===== config.mk =====
export PLATFORM = sky130hd
export DESIGN_NAME = sqf_saturate
export DESIGN_NICKNAME = d
export VERILOG_FILES = /design/src/rtl/core/sogi_quadrature_filter_macros.svh /design/src/rtl/core/sqf_saturate.sv
export SDC_FILE = /design/constraint.sdc
export NUM_CORES = 1
export LEC_CHECK = 0
export ABC_AREA = 0
export BUFFER_PORTS_ARGS = -buffer_cell sky130_fd_sc_hd__clkbuf_2
export CAP_MARGIN = 10
export CORE_UTILIZATION = 29
export DETAILED_ROUTE_END_ITERATION = 8
export GPL_TIMING_DRIVEN = 1
export PLACE_DENSITY = 0.7
export SYNTH_ARGS = -nofsm -noshare
export SYNTH_HDL_FRONTEND = slang
export SYNTH_SLANG_ARGS = --single-unit

===== constraint.sdc =====
create_clock -name vclk -period 1.4
set_input_delay 0.21 -clock vclk [all_inputs]
set_output_delay 0.21 -clock vclk [all_outputs]
set_load 0.05 [all_outputs]

===== src/rtl/core/sogi_quadrature_filter_macros.svh =====
// ----------------------------------------------------------------------------
// SOGI quadrature filter assertion macros
// Shared concurrent assertion wrappers, clocked on the rising edge and
// disabled while the asynchronous active-low reset is asserted.
// ----------------------------------------------------------------------------
`ifndef SOGI_QUADRATURE_FILTER_MACROS_SVH
`define SOGI_QUADRATURE_FILTER_MACROS_SVH

// Same-cycle implication
`define SQF_ASSERT_SAME(lbl, clk, rst_n, ante, cons, msg) \
  lbl: assert property (@(posedge clk) disable iff (!rst_n) (ante) |-> (cons)) \
    else $error(msg);

// Next-cycle implication
`define SQF_ASSERT_NEXT(lbl, clk, rst_n, ante, cons, msg) \
  lbl: assert property (@(posedge clk) disable iff (!rst_n) (ante) |=> (cons)) \
    else $error(msg);

`endif


===== src/rtl/core/sqf_saturate.sv =====
// ----------------------------------------------------------------------------
// SOGI quadrature filter saturator
// Clamps a signed value to a narrower signed range.
// ----------------------------------------------------------------------------
module sqf_saturate #(
  parameter int IN_WIDTH  = 24,
  parameter int OUT_WIDTH = 18
) (
  input  logic signed [IN_WIDTH-1:0]  value_i,
  output logic signed [OUT_WIDTH-1:0] value_o
);

  localparam logic signed [OUT_WIDTH-1:0] MaxVal = {1'b0, {(OUT_WIDTH-1){1'b1}}};
  localparam logic signed [OUT_WIDTH-1:0] MinVal = {1'b1, {(OUT_WIDTH-1){1'b0}}};

  logic [IN_WIDTH-OUT_WIDTH:0] upper;
  logic                        overflow;

  // Overflow when the bits above the kept sign are not all copies of it
  assign upper    = value_i[IN_WIDTH-1:OUT_WIDTH-1];
  assign overflow = !((&upper) || !(|upper));

  always_comb begin
    if (overflow) begin
      value_o = value_i[IN_WIDTH-1] ? MinVal : MaxVal;
    end else begin
      value_o = value_i[OUT_WIDTH-1:0];
    end
  end

endmodule


Word-level counts from Yosys, hierarchy flattened --
Cells that the tools add are included.
Storage, ports and cells: register bits 0, word-level logic and storage cells 6, output and inout port bits 18, bits of input ports 24
Operators by class: muxes and demuxes 2, reduce and logical (&&, ||, !) cells 4
Operator list (number):
- two-way mux 18 bit | 2
- AND reduction 7 bit | 1
- OR reduction 7 bit | 1
- logical NOT 1 bit | 1
- logical OR 1 bit | 1

Logic depth before layout (Yosys ltp) --
word-level depth 4, gate-level depth with buffers 5, mapped depth without buffers 3

Worst setup path before layout --
Ideal clock, no wire load.
kind input to output, start point in value_i[17], end point out value_o[10], path slack -0.309 ns, stages on the path 4, data required time 1.190 ns, arrival 1.499 ns, path through buf_2 -> buf_2 -> nor4_2 -> o2bb2ai_1
Between the ends: longest elaborated chain between the ends 4, elaborated cells on any way between the ends 5, classes of those cells mux (1); reduce/logical (4)
Ends and longest elaborated chain:
- start: declaration | RTL line sqf_saturate.sv:9 | input logic signed [IN_WIDTH-1:0] value_i,
- OR reduction 7 bit | RTL line sqf_saturate.sv:21 | assign overflow = !((&upper) || !(|upper));
- logical NOT 1 bit | RTL line sqf_saturate.sv:21
- logical OR 1 bit (*) | RTL line sqf_saturate.sv:21
- two-way mux 18 bit (*) | RTL line sqf_saturate.sv:24 | if (overflow) begin
- end: declaration | RTL line sqf_saturate.sv:10 | output logic signed [OUT_WIDTH-1:0] value_o
Mark *: on every way between the ends. The rest lies on a longest branch, timed or not.

Worst setup path after layout --
start point in value_i[20], end point out value_o[10]
The elaborated chain is that of the path after synthesis.

==> summary.txt <==
STA
  • Worst slew margin: 0.750
  • Setup ws final: -0.435 ns
  • RSZ-0062 raised after global routing: true
  • Period utilization: 1.31
  • Fmax: between 0.5 and 0.6 GHz
  • Hold slack: roughly 0.81 ns
  • Final Critical Period: 1.83 ns
  • Final TNS setup: -6.42 ns
  • Endpoints failing setup: 17
  • Final Hold Fails: 0
  • Slew @ Worst Pin: 0.372 ns
  • Final Max Tran Viols: 0

Route
  • Routed Antenna Nets: 0
  • Vias per cell: 6.84
  • DR vias: between 700 and 800
  • WL/cell: 28.0 um
  • 1st-iter DRT viols: 28
  • Number of detailed-route iterations in the first pass: 4
  • Routed WL: roughly 3.1 mm
  • DR DRC count: 0

Logic synthesis
  • Avg Cell Area, Syn: between 8 and 9 um^2
  • Mapped Cells: between 40 and 50
  • Largest family of logic cells by synthesized area: simple AND/OR/NAND/NOR gates
  • Synth Area in Compound Gates: 0.353
  • Mapped Area: 422 um^2
  • Mapped Nets: between 70 and 80
  • Post-synthesis sequential area ratio: 0
  • XOR/XNOR Fraction of Synth Area: 0
  • Post-synthesis adder-cell area fraction: 0
  • Ys Warns: 0
  • Multiplexer share of the synthesized area: 0
  • Post-synthesis cell type count: 13
  • Post-Synth Simple-Gate Area: 0.481

Global routing
  • First-pass GRT wire length: between 2 and 3 mm
  • Pin count of the biggest net entering global routing: 19
  • Gr ovfl total: 0
  • Gr usage total: 0.280
  • Number of global-route vias before repair: about 570
  • Initial antenna violation count: 0

Flow run
  • Max_cap viols: 0

Finish
  • Final nets: 120
  • Post-layout util: 0.960
  • Layout clock buffer count: 0
  • Layout area overhead: 204%
  • Antenna Cells: 0
  • Register Area: 0 um^2
  • Layout cells sized above 1: 0.968
  • Filler instances: 27
  • Area used by multi-input combinational logic: approximately 750 um^2
  • Seq_cells: 0

Critical path
  • Worst Path Arrival: between 1.5 and 2 ns
  • Crit Path Class: in -> out
  • WP depth: 6
  • CP max-delay cell: or4_4
  • Max incr delay on CP: roughly 0.62 ns
  • Cell family with most CP delay: simple AND/OR/NAND/NOR gates
  • WP buf/inv: 3
  • Worst setup path end: value_o[10]
  • Worst setup EP type: primary output
  • Data required time at the worst endpoint: roughly 1.2 ns
  • Worst setup startpoint: value_i[20]
  • Setup crit start kind: input pin
  • CP Max Fanout: 10
  • Crit-path cells: buf_6, or4_4, buf_12, nor4_4, o2bb2ai_4, buf_8

Place
  • Placer Congestion: approximately 0.67
  • Dpl hpwl: 1.31 mm
  • Number of port buffers: 42

Power
  • Power Dens Cells: 333 mW/mm^2
  • Pleak: 0.442 nW
  • Power, Total: around 0.43 mW
  • Worst vdd ir: 0.254 mV

Min path
  • Worst Hold Class: in -> out

CTS
  • Hold Buf Count CTS: 0

Floorplan
  • Core area: around 0.0013 mm^2
  • Die height: around 40 um
  • Die area: between 0.0015 and 0.002 mm^2
  • Initial core utilization: 0.316
  • Ports: 42
  • Die X: between 40 and 50 um
  • Rows: 13

Status
  • Status: complete, but fails checks
  • Failing checks: negative setup slack
## repair_timing
action | 4_1_cts | 5_1_grt
endpoints found under the setup margin | 17 | 17
gates resized for setup | 34 | 23
buffers inserted | 3 | 3
pin swaps | 0 | 2
cloned | 0 | 0
## worst min-delay path, cell delays in order
cell       delay (ns)
clkbuf_2         0.12
o2bb2ai_2        0.12
buf_6            0.15
## metrics by stage
stage | instance area (um^2) | setup WS (ns) | cells
CTS | 1190 | -0.372 | 106
detailed placement | 1000 | -0.423 | 103
global route | 1280 | -0.493 | 109
global placement | 1000 | -0.382 | 103
finish | 1280 | -0.435 | 109
floorplan | 742 | -0.172 | 48
## cell families after synthesis
| kind of cell | after synthesis |
|---|---|
| compound gates | 17 |
| buf+inv | 10 |
| simple gates | 21 |
## per-layer routing
layer / wire length [um] / global-route usage
met4: 174 / 0.00862
met3: 230 / 0.0111
met2: 1600 / 0.540
met1: 1050 / 0.351
met5: 0 / 0
## area by class of cell
cell class | instances | share of cell area
Multi-Input combinational cell | 38 | 0.583
Tap cell | 15 | 0.0147
Timing Repair Buffer | 56 | 0.403
## how the worst min path moves through the flow
stage | start | slack, ns | end | depth (start not counted)
after global placement | value_i[4] | 0.85 | value_o[4] | 3
after CTS | value_i[5] | 0.83 | value_o[5] | 3
final | value_i[0] | 0.81 | value_o[0] | 3
after global routing | value_i[0] | 0.82 | value_o[0] | 3
after detailed placement | value_i[1] | 0.85 | value_o[1] | 3
after floorplan | value_i[10] | 0.61 | value_o[10] | 1
## power by group
part           internal, mW  switching (mW)  leakage, nW  total, mW
Clock                     0               0            0          0
Sequential                0               0            0          0
Combinational         0.157           0.269        0.442      0.426
## synth_stat cells
cell type | instances | area (um^2)
o2bb2ai_1 | 17 | 149
nor4_2 | 9 | 113
nor4_1 | 7 | 43.8
buf_2 | 4 | 20.0
clkbuf_1 | 3 | 11.3
buf_12 | 1 | 20.0
buf_4 | 1 | 7.51
buf_6 | 1 | 11.3
nand2_1 | 1 | 3.75
nand4_1 | 1 | 6.26
nor2_1 | 1 | 3.75
nor4_4 | 1 | 21.3
or4_4 | 1 | 11.3
## layout by cell type (no fill, tap or decap)
| cell type | count |
|---|---|
| buf_6 | 4 |
| o2bb2ai_2 | 7 |
| buf_12 | 4 |
| nand2_1 | 1 |
| nor4_1 | 1 |
| clkbuf_8 | 2 |
| nor4_4 | 15 |
| nor4_2 | 1 |
| buf_8 | 11 |
| or4_4 | 1 |
| buf_4 | 9 |
| o2bb2ai_4 | 10 |
| nor2_2 | 1 |
| nand4_1 | 1 |
| clkbuf_2 | 26 |
No activity file was read; power rests on OpenSTA's default activity.
