==> src/rtl/core/sogi_quadrature_filter_macros.svh <==
// ----------------------------------------------------------------------------
// SOGI quadrature filter assertion macros
// Shared concurrent assertion wrappers, clocked on the rising edge and
// disabled while the asynchronous active-low reset is asserted.
// ----------------------------------------------------------------------------
`ifndef SOGI_QUADRATURE_FILTER_MACROS_SVH
`define SOGI_QUADRATURE_FILTER_MACROS_SVH

// Same-cycle implication
`define SQF_ASSERT_SAME(lbl, clk, rst_n, ante, cons, msg) \
  lbl: assert property (@(posedge clk) disable iff (!rst_n) (ante) |-> (cons)) \
    else $error(msg);

// Next-cycle implication
`define SQF_ASSERT_NEXT(lbl, clk, rst_n, ante, cons, msg) \
  lbl: assert property (@(posedge clk) disable iff (!rst_n) (ante) |=> (cons)) \
    else $error(msg);

`endif

==> src/rtl/core/sqf_saturate.sv <==
// ----------------------------------------------------------------------------
// SOGI quadrature filter saturator
// Clamps a signed value to a narrower signed range.
// ----------------------------------------------------------------------------
module sqf_saturate #(
  parameter int IN_WIDTH  = 24,
  parameter int OUT_WIDTH = 18
) (
  input  logic signed [IN_WIDTH-1:0]  value_i,
  output logic signed [OUT_WIDTH-1:0] value_o
);

  localparam logic signed [OUT_WIDTH-1:0] MaxVal = {1'b0, {(OUT_WIDTH-1){1'b1}}};
  localparam logic signed [OUT_WIDTH-1:0] MinVal = {1'b1, {(OUT_WIDTH-1){1'b0}}};

  logic [IN_WIDTH-OUT_WIDTH:0] upper;
  logic                        overflow;

  // Overflow when the bits above the kept sign are not all copies of it
  assign upper    = value_i[IN_WIDTH-1:OUT_WIDTH-1];
  assign overflow = !((&upper) || !(|upper));

  always_comb begin
    if (overflow) begin
      value_o = value_i[IN_WIDTH-1] ? MinVal : MaxVal;
    end else begin
      value_o = value_i[OUT_WIDTH-1:0];
    end
  end

endmodule

==> src/rtl/core/sqf_biquad.sv <==
// ----------------------------------------------------------------------------
// SOGI quadrature filter biquad section
// One Tustin section: numerator gain on a tap sum, minus the shared
// denominator on two past outputs, rounded half up and saturated.
// ----------------------------------------------------------------------------
module sqf_biquad #(
  parameter int TAP_WIDTH   = 17,
  parameter int STATE_WIDTH = 18,
  parameter int COEF_WIDTH  = 32
) (
  input  logic signed [TAP_WIDTH-1:0]   tap_sum_i,
  input  logic signed [COEF_WIDTH-1:0]  num_coef_i,
  input  logic signed [COEF_WIDTH-1:0]  fb_a1_i,
  input  logic signed [COEF_WIDTH-1:0]  fb_a2_i,
  input  logic signed [STATE_WIDTH-1:0] hist1_i,
  input  logic signed [STATE_WIDTH-1:0] hist2_i,
  output logic signed [STATE_WIDTH-1:0] out_o
);

  localparam int MaxOpWidth = (TAP_WIDTH > STATE_WIDTH) ? TAP_WIDTH : STATE_WIDTH;
  localparam int ProdWidth  = COEF_WIDTH + MaxOpWidth;
  localparam int AccWidth   = ProdWidth + 2;
  localparam int FracBits   = COEF_WIDTH - 3;
  localparam int RndWidth   = AccWidth - FracBits;
  localparam logic signed [AccWidth-1:0] Half = AccWidth'(1) << (FracBits - 1);

  logic signed [ProdWidth-1:0] num_prod;
  logic signed [ProdWidth-1:0] fb1_prod;
  logic signed [ProdWidth-1:0] fb2_prod;
  logic signed [AccWidth-1:0]  acc;
  logic signed [RndWidth-1:0]  rnd;

  // Three independent products, exact at full width
  assign num_prod = num_coef_i * tap_sum_i;
  assign fb1_prod = fb_a1_i * hist1_i;
  assign fb2_prod = fb_a2_i * hist2_i;

  // Sum with the rounding half folded in, then drop the fraction (floor)
  assign acc = AccWidth'(num_prod) - AccWidth'(fb1_prod) - AccWidth'(fb2_prod) + Half;
  assign rnd = acc[AccWidth-1:FracBits];

  sqf_saturate #(
    .IN_WIDTH  (RndWidth),
    .OUT_WIDTH (STATE_WIDTH)
  ) u_sat (
    .value_i (rnd),
    .value_o (out_o)
  );

endmodule

==> config.mk <==
export PLATFORM = sky130hd
export DESIGN_NAME = sqf_biquad
export DESIGN_NICKNAME = d
export VERILOG_FILES = /design/src/rtl/core/sogi_quadrature_filter_macros.svh /design/src/rtl/core/sqf_saturate.sv /design/src/rtl/core/sqf_biquad.sv
export SDC_FILE = /design/constraint.sdc
export NUM_CORES = 2
export LEC_CHECK = 0
export ABC_AREA = 1
export BUFFER_PORTS_ARGS = -buffer_cell sky130_fd_sc_hd__buf_2
export CORE_MARGIN = 2
export CORE_UTILIZATION = 40
export DETAILED_ROUTE_END_ITERATION = 8
export PLACE_DENSITY = 0.62
export SLEW_MARGIN = 10
export SYNTH_ARGS = -nofsm -noshare
export SYNTH_HDL_FRONTEND = slang
export SYNTH_HIERARCHICAL = 1
export SYNTH_SLANG_ARGS = --single-unit
==> constraint.sdc <==
create_clock -name vclk -period 10.1
set_input_delay 1.515 -clock vclk [all_inputs]
set_output_delay 1.515 -clock vclk [all_outputs]
set_load 0.01 [all_outputs]
# Word level (Yosys, flattened, before mapping)
# Index checks and enable logic that the tools add are counted.
[classes] n_bitwise=0 div=0 multipliers=3 shifts=0 mux=2 reduce_logical=4 add_sub_neg=3 magnitude_cmp=0 n_eq_ne=0
[op_table] cell="32-bit by 18-bit multiplier with 50-bit output" n=2
[op_table] cell="52-bit by 30-bit adder with 52-bit output (second input constant)" n=1
[op_table] cell="51-bit by 50-bit subtractor with 52-bit output" n=1
[op_table] cell="49-bit by 50-bit subtractor with 51-bit output" n=1
[op_table] cell="32-bit by 17-bit multiplier with 49-bit output" n=1
[op_table] cell="18-bit 2-to-1 mux" n=2
[op_table] cell="6-bit AND reduction" n=1
[op_table] cell="6-bit OR reduction" n=1
[op_table] cell="1-bit logical NOT" n=1
[op_table] cell="1-bit logical OR" n=1
[word_totals] elab_cells=12 output_inout_bits=18 inputBits=149 ramBits=0 memories=0 latch_bits=0 regBits=0 romBits=0

# Logic depth before layout (Yosys ltp)
[logic_depth] depth_word=8 depth_mapped=42

# Modules after synthesis
# The synthesis kept the hierarchy.
[modules_own_cells] mod="sqf_biquad" area_each_um2=61681.7 n_inst=1 cells_each=7479
[modules_own_cells] mod="sqf_saturate" area_each_um2=244.0 n_inst=1 cells_each=50

# Least setup slack after synthesis
# No wires, ideal clock.
[synth_path] kind="input port to output port" startpoint="in fb_a2_i[31]" endpoint="out out_o[10]" slack_ps=-459 path_stages=38 arrival_ps=9044 t_required_ps=8585 cell_sequence="clkbuf_1 nand2_1 inv_1 fa_1 inv_1 fa_1 inv_1 fa_1 inv_1 fa_1 inv_1 fa_1 inv_1 fa_1 fa_1 fa_1 inv_1 fa_1 [... 2 more ...] nand2_1 inv_1 nand2_1 nand2_1 a21oi_1 nand2_1 nand2_1 nand2_1 nor2_1 inv_1 nand2_1 nand2_1 nor2_2 nand3_2 nand2_4 buf_12 nand2_1 nand2_1"
[synth_via] elab_chain_len=7 word_cells_on_any_way=9
[synth_rtl] item="from (decl)" line_no="sqf_biquad.sv:14" source="input logic signed [COEF_WIDTH-1:0] fb_a2_i,"
[synth_rtl] item="32-bit by 18-bit multiplier with 50-bit output *" line_no="sqf_biquad.sv:36" source="assign fb2_prod = fb_a2_i * hist2_i;"
[synth_rtl] item="51-bit by 50-bit subtractor with 52-bit output *" line_no="sqf_biquad.sv:39" source="assign acc = AccWidth'(num_prod) - AccWidth'(fb1_prod) - AccWidth'(fb2_prod) + Half;"
[synth_rtl] item="52-bit by 30-bit adder with 52-bit output *" line_no="sqf_biquad.sv:39"
[synth_rtl] item="via acc[51]" line_no="sqf_biquad.sv:30" source="logic signed [AccWidth-1:0] acc;"
[synth_rtl] item="6-bit OR reduction" line_no="sqf_saturate.sv:21" source="assign overflow = !((&upper) || !(|upper));"
[synth_rtl] item="1-bit logical NOT" line_no="sqf_saturate.sv:21"
[synth_rtl] item="1-bit logical OR" line_no="sqf_saturate.sv:21"
[synth_rtl] item="18-bit 2-to-1 mux *" line_no="sqf_saturate.sv:24" source="if (overflow) begin"
[synth_rtl] item="to (decl)" line_no="sqf_biquad.sv:17" source="output logic signed [STATE_WIDTH-1:0] out_o"
# Mark *: on every way through the listed nets, which the timed path passes. The rest lies on a longest branch.

# Final worst setup path
[layout_path] startpoint="in hist2_i[5]" endpoint="out out_o[4]"
[layout_via] elab_chain_len=7 word_cells_on_any_way=9
[layout_rtl] item="from (decl)" line_no="sqf_biquad.sv:16" source="input logic signed [STATE_WIDTH-1:0] hist2_i,"
[layout_rtl] item="32-bit by 18-bit multiplier with 50-bit output *" line_no="sqf_biquad.sv:36"
[layout_rtl] item="51-bit by 50-bit subtractor with 52-bit output *" line_no="sqf_biquad.sv:39"
[layout_rtl] item="52-bit by 30-bit adder with 52-bit output *" line_no="sqf_biquad.sv:39"
[layout_rtl] item="via acc[47]" line_no="sqf_biquad.sv:30"
[layout_rtl] item="6-bit OR reduction" line_no="sqf_saturate.sv:21"
[layout_rtl] item="1-bit logical NOT" line_no="sqf_saturate.sv:21"
[layout_rtl] item="1-bit logical OR *" line_no="sqf_saturate.sv:21"
[layout_rtl] item="18-bit 2-to-1 mux *" line_no="sqf_saturate.sv:24"
# Marks and branches as above.

==> reports/metrics.cfg <==
[sta]
fin_ws_ns = -0.565
post-route-period-util_pct = 106
tightest_slew_ns = 0.631
report.final.slew_viol_count = 0
timing.hold.ws_ns = 4.35
setup_viol = 18
period_needed_ns = 10.67
hold_viol = 0
rsz0062_at_grt = true
relSlewSlack_pct = 57.6
max_freq_ghz = 0.0938

[worst_setup_path]
required_ns = 8.59
worstPathMaxFanout = 7
cp_slowest_cell = fa_1
endpoint_kind = output port
crit_top_cell = fa_1
critPathMaxStageDelay_ns = 0.55
crit_arrival_ns = 9.15
criticalPathCategory = in -> out
start_kind = input port
critPathLaunch = hist2_i[5]

[place]
dp_hpwl_um = 173000
gp_congestion = 0.935
io_buffers = 167

[synth]
yosysSeqAreaShare_pct = 0
yosys.area.top_type = fa_1
yosysMostFrequentCell = inv_1
synth_top_area_share_pct = 60.5
ys_warn_count = 6
synthTopCellsByCount = inv_1, nand2_1, fa_1
synthesis.nets = 9855
syn_inst = 7529
syn_area_per_cell_um2 = 8.22
synth_area_um2 = 61900
synthDistinctLibCells = 37
netlist_top_cells_area = fa_1, inv_1, nand2_1

[cells_and_area]
clkbuf_count = 0
area_growth_pct = 18.9
drive_gt1_share_pct = 17.5
design.seq.count = 0
seq_area_um2 = 0
nNetsFinal = 10514

[drt]
drt_iter0_markers = 3280
dr.pass1.iters = 5
num_vias = 47923
wirelength_um = 189000
post_drt_wl_per_cell_um = 18.4
vias_per_cell = 4.68
drc = 0
drt.antenna.violating_nets = 0

[grt]
gr-total-overflow = 0
antenna_found_initial = 12
grt_pass1_wl_um = 304000
grt_start_max_net_pins = 32
track_usage_pct = 24.9
grt_pass1_vias = 53004

[status]
violations = negative setup slack
status = complete, but fails checks

[floorplan]
start_util_pct = 40.2
die_area_um2 = 158000
io_pins = 167
die_y_um = 397
coreArea_um2 = 154000
rows = 144
die_width_um = 397

[worst_hold_path]
min_to = out_o[6]
worstHoldStart = num_coef_i[0]
whs_path_depth = 11
min_path_type = in -> out

[run]
drv_cap = 0

per-layer routing:
layer | up-vias | part of all wire (%) | global-route usage [%]
met5 | - | 0.021 | 0
met4 | 6 | 2.7 | 4.94
met3 | 218 | 6.3 | 2.47
met2 | 1496 | 47 | 41.1
met1 | 24690 | 44 | 36.0
li1 | 21513 | - | -
what timing repair did:
action | in CTS | in global routing
hold buffers | 0 | 0
endpoints found under the hold margin | 0 | 0
gates cloned | 12 | 2
resized for setup | 465 | 132
pin swaps | 215 | 98
setup endpoints to repair | 18 | 18
setup buffers | 51 | 27
logic make-up (layout without fill, tap and decap cells):
| kind of cell | count (synthesis) | after routing | synth area share, % |
|---|---|---|---|
| AO/OA/AOI/OAI | 105 | 105 | 0.931 |
| AND/OR/NAND/NOR | 2275 | 2279 | 14.3 |
| XOR/XNOR | 7 | 7 | 0.0990 |
| buffers and inverters | 2965 | 3618 | 18.0 |
| adder cells (fa/ha/maj) | 2177 | 2177 | 66.7 |
| other | 0 | 6 | 0 |
worst max path at each step:
stage	cells after the start	endpoint	slack (ns)
after floorplan	36	out_o[10]	0.00002
after global placement	36	out_o[14]	-1.05
after detailed placement	37	out_o[11]	-1.08
after CTS	41	out_o[4]	-0.52
after global routing	38	out_o[13]	-0.87
final	36	out_o[4]	-0.57
per-stage QoR:
step	TNS [ns]	utilization, %	worst slack (ns)	cells	instance area (um2)
after CTS	-8.86	47.4	-0.522	10203	72900
after global routing	-14.80	47.8	-0.866	10234	73600
after global placement	-18.51	45.9	-1.05	10140	70600
final	-9.58	47.8	-0.565	10236	73600
after floorplan	0	-	0.0000231	7529	62100
after detailed placement	-18.38	45.9	-1.08	10140	70600
worst max-delay path, delay by kind of cell:
kind | cells | cell delay, ns
buffers and inverters | 11 | 1.08
adder cells (fa/ha/maj) | 10 | 4.95
AND/OR/NAND/NOR | 15 | 1.58
cells in the final DEF, fill, tap and decap left out, drive strengths merged, types with 16 or more instances in the layout:
master	n
nand3	53
nand2	1984
buf	994
ha	305
nor2	192
a21oi	59
inv	2606
o21ai	25
nor3	16
fa	1872
area by class of cell:
cell class / instances / area (um2)
Multi-Input combinational cell: 4568 / 52300
Inverter: 2610 / 9820
Antenna cell: 6 / 15.0
Fill cell: 14746 / 80300
Tap cell: 2044 / 2560
Timing Repair Buffer: 1008 / 8870
Power is left out: the tool's default activity adds up to more than one toggle a clock period on the data nets, which glitch-free logic cannot reach.
